[src/hw/rtl/euclidean_mst_kruskal_core_assert.svh]
// Assertion macros for the minimum spanning forest core
`ifndef EUCLIDEAN_MST_KRUSKAL_CORE_ASSERT_SVH
`define EUCLIDEAN_MST_KRUSKAL_CORE_ASSERT_SVH

// same-cycle implication under the core clock and reset
`define EMK_ASSERT_IMPLY(lbl, ante, cons, msg) \
    lbl: assert property (@(posedge i_clk) disable iff (!i_rst_n) (ante) |-> (cons)) \
        else $error(msg);

// next-cycle implication under the core clock and reset
`define EMK_ASSERT_NEXT(lbl, ante, cons, msg) \
    lbl: assert property (@(posedge i_clk) disable iff (!i_rst_n) (ante) |=> (cons)) \
        else $error(msg);

`endif

[src/hw/rtl/emk_pkg.sv]
// Shared types and constants of the minimum spanning forest core
package emk_pkg;

    localparam int OP_W   = 2;
    localparam int NODE_W = 7;
    localparam int CRD_W  = 16;
    localparam int CNT_W  = 6;

    localparam logic [OP_W-1:0] OP_LOAD  = 2'd0;
    localparam logic [OP_W-1:0] OP_LINK  = 2'd1;
    localparam logic [OP_W-1:0] OP_SOLVE = 2'd2;

    typedef enum logic [2:0] {
        RS_A = 3'd0,
        RS_B = 3'd1,
        RS_I = 3'd2,
        RS_J = 3'd3,
        RS_K = 3'd4
    } t_rsel;

    typedef struct packed {
        logic  wr_point;
        logic  cap_link;
        t_rsel rd_sel;
        logic  cap_la;
        logic  cap_lb;
        logic  sweep_step;
        logic  solve_go;
        logic  scan_init;
        logic  cap_i;
        logic  diff;
        logic  sqr;
        logic  cmp;
        logic  take_best;
        logic  out_cnt;
        logic  acc_rd;
        logic  out_pair;
        logic  clr_sets;
    } t_cmd;

    typedef struct packed {
        logic ab_ok;
        logic n_small;
        logic last_pair;
        logic found;
        logic sweep_done;
        logic out_taken;
        logic emit_done;
    } t_sts;

endpackage

[src/hw/rtl/emk_ctrl.sv]
// Sequencer of the minimum spanning forest core
module emk_ctrl (
    input  logic                     i_clk,
    input  logic                     i_rst_n,
    input  logic                     i_in_valid,
    input  logic [emk_pkg::OP_W-1:0] i_opcode,
    output logic                     o_in_ready,
    input  emk_pkg::t_sts            i_sts,
    output emk_pkg::t_cmd            o_cmd
);
    import emk_pkg::*;

    typedef enum logic [14:0] {
        S_IDLE  = 15'h0001,
        S_LRA   = 15'h0002,
        S_LRB   = 15'h0004,
        S_LCAP  = 15'h0008,
        S_SWEEP = 15'h0010,
        S_RDI   = 15'h0020,
        S_RDJ   = 15'h0040,
        S_DIFF  = 15'h0080,
        S_SQR   = 15'h0100,
        S_CMP   = 15'h0200,
        S_SEND  = 15'h0400,
        S_OCNT  = 15'h0800,
        S_OWAIT = 15'h1000,
        S_ORD   = 15'h2000,
        S_OLD   = 15'h4000
    } t_state;

    t_state r_state, n_state;
    logic   r_solving, n_solving;

    always_comb begin
        n_state    = r_state;
        n_solving  = r_solving;
        o_cmd      = '0;
        o_cmd.rd_sel = RS_I;
        o_in_ready = 1'b0;
        case (r_state)
            S_IDLE: begin
                o_in_ready = 1'b1;
                if (i_in_valid) begin
                    case (i_opcode)
                        OP_LOAD: o_cmd.wr_point = 1'b1;
                        OP_LINK: begin
                            if (i_sts.ab_ok) begin
                                o_cmd.cap_link = 1'b1;
                                n_solving      = 1'b0;
                                n_state        = S_LRA;
                            end
                        end
                        OP_SOLVE: begin
                            o_cmd.solve_go  = 1'b1;
                            o_cmd.scan_init = 1'b1;
                            n_solving       = 1'b1;
                            n_state         = S_RDI;
                        end
                        default: n_state = S_IDLE;
                    endcase
                end
            end
            S_LRA: begin
                o_cmd.rd_sel = RS_A;
                n_state      = S_LRB;
            end
            S_LRB: begin
                o_cmd.rd_sel = RS_B;
                o_cmd.cap_la = 1'b1;
                n_state      = S_LCAP;
            end
            S_LCAP: begin
                o_cmd.cap_lb = 1'b1;
                n_state      = S_SWEEP;
            end
            S_SWEEP: begin
                o_cmd.rd_sel     = RS_K;
                o_cmd.sweep_step = 1'b1;
                if (i_sts.sweep_done) begin
                    if (r_solving) begin
                        o_cmd.scan_init = 1'b1;
                        n_state         = S_RDI;
                    end else begin
                        n_state = S_IDLE;
                    end
                end
            end
            S_RDI: begin
                if (i_sts.n_small) begin
                    n_state = S_SEND;
                end else begin
                    o_cmd.rd_sel = RS_I;
                    n_state      = S_RDJ;
                end
            end
            S_RDJ: begin
                o_cmd.rd_sel = RS_J;
                o_cmd.cap_i  = 1'b1;
                n_state      = S_DIFF;
            end
            S_DIFF: begin
                o_cmd.diff = 1'b1;
                n_state    = S_SQR;
            end
            S_SQR: begin
                o_cmd.sqr = 1'b1;
                n_state   = S_CMP;
            end
            S_CMP: begin
                o_cmd.cmp = 1'b1;
                n_state   = i_sts.last_pair ? S_SEND : S_RDI;
            end
            S_SEND: begin
                if (i_sts.found) begin
                    o_cmd.take_best = 1'b1;
                    n_state         = S_SWEEP;
                end else begin
                    n_state = S_OCNT;
                end
            end
            S_OCNT: begin
                o_cmd.out_cnt = 1'b1;
                n_state       = S_OWAIT;
            end
            S_OWAIT: begin
                if (i_sts.out_taken) begin
                    if (i_sts.emit_done) begin
                        o_cmd.clr_sets = 1'b1;
                        n_solving      = 1'b0;
                        n_state        = S_IDLE;
                    end else begin
                        n_state = S_ORD;
                    end
                end
            end
            S_ORD: begin
                o_cmd.acc_rd = 1'b1;
                n_state      = S_OLD;
            end
            S_OLD: begin
                o_cmd.out_pair = 1'b1;
                n_state        = S_OWAIT;
            end
            default: n_state = S_IDLE;
        endcase
    end

    always_ff @(posedge i_clk) begin
        if (!i_rst_n) begin
            r_state   <= S_IDLE;
            r_solving <= 1'b0;
        end else begin
            r_state   <= n_state;
            r_solving <= n_solving;
        end
    end

endmodule

[config.mk]
export PLATFORM = sky130hd
export DESIGN_NAME = emk_ctrl
export DESIGN_NICKNAME = d
export VERILOG_FILES = /design/src/hw/rtl/euclidean_mst_kruskal_core_assert.svh /design/src/hw/rtl/emk_pkg.sv /design/src/hw/rtl/emk_ctrl.sv
export SDC_FILE = /design/constraint.sdc
export NUM_CORES = 1
export LEC_CHECK = 0
export ABC_AREA = 0
export BUFFER_PORTS_ARGS = -buffer_cell sky130_fd_sc_hd__buf_2
export CORE_UTILIZATION = 50
export DETAILED_ROUTE_END_ITERATION = 8
export GPL_TIMING_DRIVEN = 1
export PLACE_DENSITY_LB_ADDON = 0.3
export SETUP_SLACK_MARGIN = 0.5
export SYNTH_ARGS = -nofsm -noshare
export SYNTH_HDL_FRONTEND = slang
export SYNTH_SLANG_ARGS = --single-unit
[constraint.sdc]
create_clock -name i_clk -period 2.6 [get_ports i_clk]
set_input_delay 0.26 -clock i_clk [delete_from_list [all_inputs] [get_ports i_clk]]
set_output_delay 0.26 -clock i_clk [all_outputs]
set_load 0.01 [all_outputs]
Word level (Yosys, flattened, before mapping)
Index checks and enable logic that the tools add are counted.
{ "op_classes": {"n_addsub": 0, "multipliers": 0, "div_mod_pow": 0, "n_lt_le_gt_ge": 0, "n_eq_ne": 24, "n_shift": 0, "mux": 45, "n_bitwise": 0, "reduce_logical": 5} }
{ "op_table": {"columns": ["cell", "count"], "rows": [
  ["15-bit one-hot mux with 14 select lines", 1],
  ["15-bit two-way mux", 4],
  ["15-bit one-hot mux with 3 select lines", 1],
  ["1-bit two-way mux", 26],
  ["11-bit two-way mux", 2],
  ["15-bit by 1-bit == test with 1-bit output (second input constant)", 1],
  ["15-bit by 10-bit == test with 1-bit output (second input constant)", 1],
  ["15-bit by 11-bit == test with 1-bit output (second input constant)", 1],
  ["15-bit by 12-bit == test with 1-bit output (second input constant)", 1],
  ["15-bit by 13-bit == test with 1-bit output (second input constant)", 1],
  ["15-bit by 14-bit == test with 1-bit output (second input constant)", 1],
  ["15-bit == test (second input constant)", 1],
  ["15-bit by 2-bit == test with 1-bit output (second input constant)", 1],
  ["15-bit by 3-bit == test with 1-bit output (second input constant)", 1],
  ["15-bit by 4-bit == test with 1-bit output (second input constant)", 1],
  ["15-bit by 5-bit == test with 1-bit output (second input constant)", 1],
  ["15-bit by 6-bit == test with 1-bit output (second input constant)", 1],
  ["15-bit by 7-bit == test with 1-bit output (second input constant)", 1],
  ["15-bit by 8-bit == test with 1-bit output (second input constant)", 1],
  ["15-bit by 9-bit == test with 1-bit output (second input constant)", 1],
  ["14-bit two-way mux", 1],
  ["12-bit two-way mux", 1],
  ["3-bit one-hot mux with 4 select lines", 1],
  ["2-bit inequality test (second input constant)", 5],
  ["other kinds (12)", 17]
]} }
{ "totals": {"regBits": 16, "latchBits": 0, "mem_bits_rw": 0, "romBits": 0, "in_bits": 12, "memories": 0} }

Depth between registers and ports, before layout
Gate-level depths: netlist (run 1).
{ "logic_depth": {"word_depth": 4, "depth_mapped": 7} }

Worst setup path after synthesis (run 1)
No wires, ideal clock.
{ "synth_path": {"kind": "reg2out", "startpoint": "register r_state[9]", "endpoint": "output o_cmd[14] in the netlist's numbering", "arrival_time_ns": 1.625, "path_slack_ns": 0.715, "stages_incl_launch_ff": 7, "path_cell_list": "dfxtp_1 > buf_6 > nor4_4 > and2_1 > nand3_1 > or3b_1 > nand2_1"} }
{ "synth_rtl": {"columns": ["element", "line_no", "rtl"], "rows": [
  ["start, declared", "emk_ctrl.sv:31", "t_state r_state, n_state;"],
  ["start signal, assigned", "emk_ctrl.sv:153", "r_state <= n_state;"],
  ["end, declared", "emk_ctrl.sv:9", "output emk_pkg::t_cmd o_cmd"]
]} }

==> flow_summary.toml, run 1 <==
[outcome]
outcome = "complete, no violations"

[global_routing]
grt_util_met1_pct = 38.3
grt.met2_usage_pct = 47.6
antenna_found_initial = 0
grt.met3_usage_pct = 2.68
track_usage_pct = 28.9
grt_max_degree = 11
via_count_of_the_first_global_routing_pass = 1222
grt_overflow_total = 0
grt_busiest_layer = "met2"
grt_pass1_wl_um = 5560

[route]
routed_via_density = 6.13
wirelength_per_cell_um = 16.2
post-route-drc-count = 0
detail_route.iter0.violations = 76
antenna_left = 0
firstDrtPassIters = 4
total_length_of_routed_wires_um = 3570
detailroute.via_count = 1349

[critical_path]
cp_cell_sequence = "nor4_4 > buf_4 > and2_4 > nand3_2 > or3b_4 > nand2_1 > buf_2"
cp_slowest_stage_delay_ps = 410
reg2reg_slack_ps = 670
crit_path_start = "r_state[8]"
critical_path_arrival_ps = 1970
critPathRequiredTime_ps = 2340
timing.rr.end = "r_state[0]"
timing.critical_path.from_type = "flop"
setup.worst_path.end_class = "output port"
crit-reg2reg-launch = "r_state[1]"
cpMaxStageDelayCell = "sky130_fd_sc_hd__or3b_4"
worst-path-max-fanout = 6
critPathKind = "reg2out"
r2r.worst_path.cells = 5

[timing]
clock.fmax_ghz = 0.449
max-slew-margin-rel_pct = 69.3
grt_setup_unrepaired = "true"
min_period_over_period_pct = 85.7
worst_hold_slack_ps = 158
timing_max_transition_violations_final = 0
report.final.setup_viol = 0
final.setup_skew_ps = 1.39
worst-slew-pin-transition_ps = 457
timing.setup.tns_ps = 0
finalCriticalPeriod_ps = 2230
timing_hold_violations_final = 0

[cts]
clkSinkCount = 16
clock_tree.buffer_depth = 2
numCtsBuffers = 3
hold_buffers = 0
clk-insertion-delay-late_ps = 290
clk_pin_slew_worst_paths_ps = 100
clock_tree.root_cell = "sky130_fd_sc_hd__clkbuf_4"
cts-htree-levels = 1
cts_tree = "built"

[placed_design]
place.gp.congestion = 0.932
port_buffers = 31
dpl.cell_count = 200
detailed_place_hpwl_um = 2520

[power]
leak_pwr_uw = 0.000741
power.density_mw_per_mm2 = 351
ir_worst_vdd_uv = 285

[layout]
postLayoutCoreUtil_pct = 71.5
nFillCells = 177
design.final.nets = 208
layout-drive-gt1-share_pct = 43.8
multi_input_area_um2 = 837
antenna_cells_inserted = 0
ff_latch_area_um2 = 347
layoutNonFillerInstCount = 220
syn2layout_area_growth_pct = 33.7

[floorplan]
die_height_um = 50.9
die_x_um = 50.9
boundaryPins = 32
placeableCoreArea_mm2 = 0.00223
die-area_mm2 = 0.00259
row_count = 17
start_util_pct = 53.5

[logic_synthesis]
summed_instance_area_of_the_synthesized_netlist_mm2 = 0.00119
synth.distinct_cells = 44
synth-edff-count = 0
postSynth.topFlopCell = "sky130_fd_sc_hd__dfxtp_1"
synth_fp_nets = 161
syn_area_per_cell_um2 = 8.18
ys_ff_latch = 16
netlist_instances = 146
part_of_the_yosys_area_used_for_sequential_elements_pct = 26.8
synth-async-reset-ratio_pct = 0
number_of_warnings_issued_by_yosys = 0

[worst_hold_path]
worstHoldPathCells = 2
holdCritPathClass = "in2reg"
worst_hold_path.endpoint = "r_state[13]"
worst_hold_startpoint = "i_sts[0]"

[run]
drv_cap = 0
==> how the worst max path moves through the flow <==
stage,end,cells after the start,slack (ps)
2_1_floorplan,o_cmd[14],6,720
3_3_place_gp,o_cmd[14],6,520
3_5_place_dp,o_cmd[14],6,450
4_1_cts,o_cmd[14],7,440
5_1_grt,o_cmd[14],6,360
6_report,o_cmd[14],7,370
==> power by group <==
| group | internal [uW] | total, uW | switching (uW) |
|---|---|---|---|
| logic | 63.7 | 134 | 70.6 |
| clock network | 85.4 | 171 | 85.3 |
| registers | 245 | 256 | 10.5 |
==> kinds of logic after synthesis <==
kind of cell / share of synthesized area (%)
buf+inv: 8.06
mux: 0.838
fa+ha+maj: 3.14
compound gates: 14.2
xor+xnor: 2.93
flops: 26.8
simple gates: 44.0
==> registers in the layout, indices dropped and copies added, names as in the netlist <==
| name | cells |
|---|---|
| r_state | 15 |
| r_solving | 1 |
==> timing repair <==
item | 4_1_cts | 5_1_grt
buffers inserted | 12 | 4
pin swaps | 8 | 5
setup endpoints to repair | 14 | 21
resized for setup | 17 | 12
==> cells in the mapped netlist (3+ instances only) <==
cell	instances	area [um^2]
sky130_fd_sc_hd__inv_1	13	48.8
sky130_fd_sc_hd__nor4_4	3	63.8
sky130_fd_sc_hd__nor3_1	7	35.0
sky130_fd_sc_hd__nand4_1	6	37.5
sky130_fd_sc_hd__o31a_1	3	26.3
sky130_fd_sc_hd__nor4_1	8	50.1
sky130_fd_sc_hd__nor3b_1	5	37.5
sky130_fd_sc_hd__a211oi_1	3	22.5
sky130_fd_sc_hd__nand3_1	4	20.0
sky130_fd_sc_hd__nand2_1	12	45.0
sky130_fd_sc_hd__buf_2	5	25.0
sky130_fd_sc_hd__dfxtp_1	16	320
sky130_fd_sc_hd__xor2_1	3	26.3
sky130_fd_sc_hd__nor2_1	16	60.1
sky130_fd_sc_hd__ha_1	3	37.5
==> layout make-up <==
type / count / area share (%)
Tap cell: 28 / 2.19
Inverter: 13 / 3.05
Clock buffer: 4 / 2.27
Sequential cell: 16 / 21.7
Multi-Input combinational cell: 110 / 52.4
Timing Repair Buffer: 49 / 18.4
==> layout by cell type, fill, tap and decap left out, types with 2 or more instances in the layout <==
| master | instances |
|---|---|
| sky130_fd_sc_hd__a211oi_1 | 3 |
| sky130_fd_sc_hd__a21oi_1 | 2 |
| sky130_fd_sc_hd__a31o_2 | 2 |
| sky130_fd_sc_hd__and3_1 | 2 |
| sky130_fd_sc_hd__buf_2 | 31 |
| sky130_fd_sc_hd__buf_4 | 17 |
| sky130_fd_sc_hd__clkbuf_4 | 3 |
| sky130_fd_sc_hd__dfxtp_1 | 5 |
| sky130_fd_sc_hd__dfxtp_2 | 6 |
| sky130_fd_sc_hd__dfxtp_4 | 5 |
| sky130_fd_sc_hd__ha_1 | 3 |
| sky130_fd_sc_hd__inv_1 | 12 |
| sky130_fd_sc_hd__nand2_1 | 12 |
| sky130_fd_sc_hd__nand3_1 | 3 |
| sky130_fd_sc_hd__nand3b_1 | 2 |
| sky130_fd_sc_hd__nand4_1 | 6 |
| sky130_fd_sc_hd__nor2_1 | 15 |
| sky130_fd_sc_hd__nor3_1 | 7 |
| sky130_fd_sc_hd__nor3b_1 | 5 |
| sky130_fd_sc_hd__nor4_1 | 6 |
| sky130_fd_sc_hd__nor4_4 | 5 |
| sky130_fd_sc_hd__nor4b_1 | 2 |
| sky130_fd_sc_hd__nor4b_2 | 2 |
| sky130_fd_sc_hd__o21ai_0 | 2 |
| sky130_fd_sc_hd__o31a_1 | 3 |
| sky130_fd_sc_hd__o31ai_1 | 2 |
| sky130_fd_sc_hd__or3_4 | 2 |
| sky130_fd_sc_hd__xor2_1 | 3 |
==> worst max-delay path, delay by kind of cell, from the launching register on <==
kind                   cells  cell delay [ps]
and+or+nand+nor            5              980
DFF                        1              370
buffers and inverters      2              320
==> stage by stage <==
| step | setup WS, ps | power [uW] | instance area [um^2] |
|---|---|---|---|
| final | 372 | 561 | 1600 |
| after global routing | 358 | 579 | 1600 |
| after CTS | 444 | 553 | 1530 |
| after detailed placement | 452 | 370 | 1350 |
| after global placement | 516 | 366 | 1350 |
| after floorplan | 715 | 336 | 1190 |
==> routing by layer <==
layer,up-vias,share of wire (%)
li1,638,-
met1,629,43
met2,69,49
met3,13,5.9
met4,0,2.2
met5,-,0
No activity file was read; power rests on OpenSTA's default activity.
==> run 2: changes to the inputs <==
- CORE_MARGIN: unset -> 4
- CORE_UTILIZATION: 50 -> 52
==> flow_summary.toml, run 2 (same netlist as run 1, synthesis figures left out) <==
[global_routing]
track_usage_pct = 24.7
grt_overflow_total = 0
antenna_found_initial = 0
grt_pass1_wl_um = 6180
grt_max_degree = 11
via_count_of_the_first_global_routing_pass = 1302

[route]
firstDrtPassIters = 5
wirelength_per_cell_um = 18.6
routed_via_density = 6.58
antenna_left = 0
total_length_of_routed_wires_um = 4120
detail_route.iter0.violations = 104
detailroute.via_count = 1454
post-route-drc-count = 0

[placed_design]
port_buffers = 31
place.gp.congestion = 0.915
detailed_place_hpwl_um = 2550
place_ws_ps = 458

[layout]
layout-drive-gt1-share_pct = 47.7
largest_reg_flops = 15
antenna_cells_inserted = 0
biggestRegsByFlops = "r_state (15), r_solving (1)"
multi_input_area_um2 = 880
nFillCells = 149
syn2layout_area_growth_pct = 39.8
max_flop_register = "r_state"
postLayoutCoreUtil_pct = 76.2
design.final.nets = 209
layout_commonest_cell = "sky130_fd_sc_hd__buf_2"
most-common-layout-cells = "28 x sky130_fd_sc_hd__buf_2, 17 x sky130_fd_sc_hd__buf_4, 14 x sky130_fd_sc_hd__nor2_1, 12 x sky130_fd_sc_hd__inv_1, 10 x sky130_fd_sc_hd__nand2_1"
ff_latch_area_um2 = 347

[critical_path]
critPathRequiredTime_ps = 2340
cpMaxStageDelayCell = "sky130_fd_sc_hd__or3b_4"
r2r.worst_path.cells = 7
timing.critical_path.from_type = "flop"
reg2reg_slack_ps = 470
setup.worst_path.end = "o_cmd[14]"
crit_path_start = "r_state[11]"
timing.rr.end = "r_state[0]"
cp_cell_sequence = "nor4_4 > and2_4 > nand3_4 > or3b_4 > nand2_2 > buf_6"
critical_path_arrival_ps = 1950
critPathKind = "reg2out"
worst-path-max-fanout = 3
cp_slowest_stage_delay_ps = 440
crit-reg2reg-launch = "r_state[11]"
setup.worst_path.end_class = "output port"

[timing]
finalCriticalPeriod_ps = 2210
min_period_over_period_pct = 85.0
grt_setup_unrepaired = "true"
timing_max_transition_violations_final = 0
worst-slew-pin-transition_ps = 545
max-slew-margin-rel_pct = 63.3
clock.fmax_ghz = 0.452
final.setup_skew_ps = 9.43
timing_hold_violations_final = 0
report.final.setup_viol = 0
timing.setup.tns_ps = 0
setup_slack_ps = 390

[floorplan]
row_count = 17
die_x_um = 55.9
start_util_pct = 54.5
die_height_um = 55.9
boundaryPins = 32
placeableCoreArea_mm2 = 0.00219
die-area_mm2 = 0.00313

[power]
ir_worst_vdd_uv = 385
power.density_mw_per_mm2 = 342
leak_pwr_uw = 0.000750

[cts]
clk_pin_slew_worst_paths_ps = 100
numCtsBuffers = 3
cts-htree-levels = 1
clk-insertion-delay-late_ps = 290
clock_tree.root_cell = "sky130_fd_sc_hd__clkbuf_4"
cts_tree = "built"
clock_tree.buffer_depth = 2
hold_buffers = 0
clkSinkCount = 16

[worst_hold_path]
holdCritPathClass = "in2reg"

[run]
drv_cap = 0

[outcome]
outcome = "complete, no violations"
run 2: changes by cell type in the layout (fill, tap and decap cells not counted), sizes merged:
cell	delta
buf	+1
run 2: cell type report:
type                       instances  share of cell area [%]
tap                               28                    2.10
sequential                        16                    20.7
multi-input combinational        110                    52.7
timing repair buffer              50                    19.4
inverter                          13                    2.92
clock buffer                       4                    2.17
run 2: how the worst min path moves through the flow:
stage	startpoint	end	slack, ps	cells after the start
final	i_sts[0]	r_state[13]	180	2
after detailed placement	i_sts[0]	r_state[13]	470	2
after floorplan	i_sts[0]	r_state[13]	340	1
after CTS	i_sts[0]	r_state[13]	160	2
after global routing	i_sts[0]	r_state[13]	160	2
after global placement	i_sts[0]	r_state[13]	470	2
run 2: report_power, final:
group          leakage [uW]  internal, uW  total [uW]  switching [uW]
clock network     0.0000210          85.3         168            82.5
registers          0.000135           246         256            10.5
logic              0.000594          67.8         148            79.7
run 2: stage by stage:
| stage | hold slack, ps | cell area [um^2] | std cells | total power (uW) |
|---|---|---|---|---|
| after floorplan | 339 | 1190 | 146 | 336 |
| after global routing | 162 | 1670 | 221 | 593 |
| after global placement | 470 | 1350 | 200 | 368 |
| final | 177 | 1670 | 221 | 571 |
| after detailed placement | 468 | 1350 | 200 | 371 |
| after CTS | 160 | 1590 | 219 | 554 |
run 2: worst max-delay path, delay by kind of cell (launching register included):
family / cells / cell delay (ps)
buffers and inverters: 1 / 100
flip-flops: 1 / 370
AND/OR/NAND/NOR: 5 / 1190
run 2: layer usage:
| layer | share of wire (%) | up-vias | GRT usage, % |
|---|---|---|---|
| met5 | 0 | - | 0 |
| met4 | 4.9 | 0 | 12.5 |
| met3 | 8.6 | 27 | 2.78 |
| met2 | 49 | 97 | 44.6 |
| met1 | 38 | 691 | 28.5 |
| li1 | - | 639 | - |
run 2: repair_timing:
| item | in CTS | in global routing |
|---|---|---|
| gates cloned | 0 | 0 |
| endpoints found under the setup margin | 15 | 22 |
| buffers inserted | 15 | 2 |
| gates resized for setup | 24 | 18 |
| pin swaps | 10 | 10 |
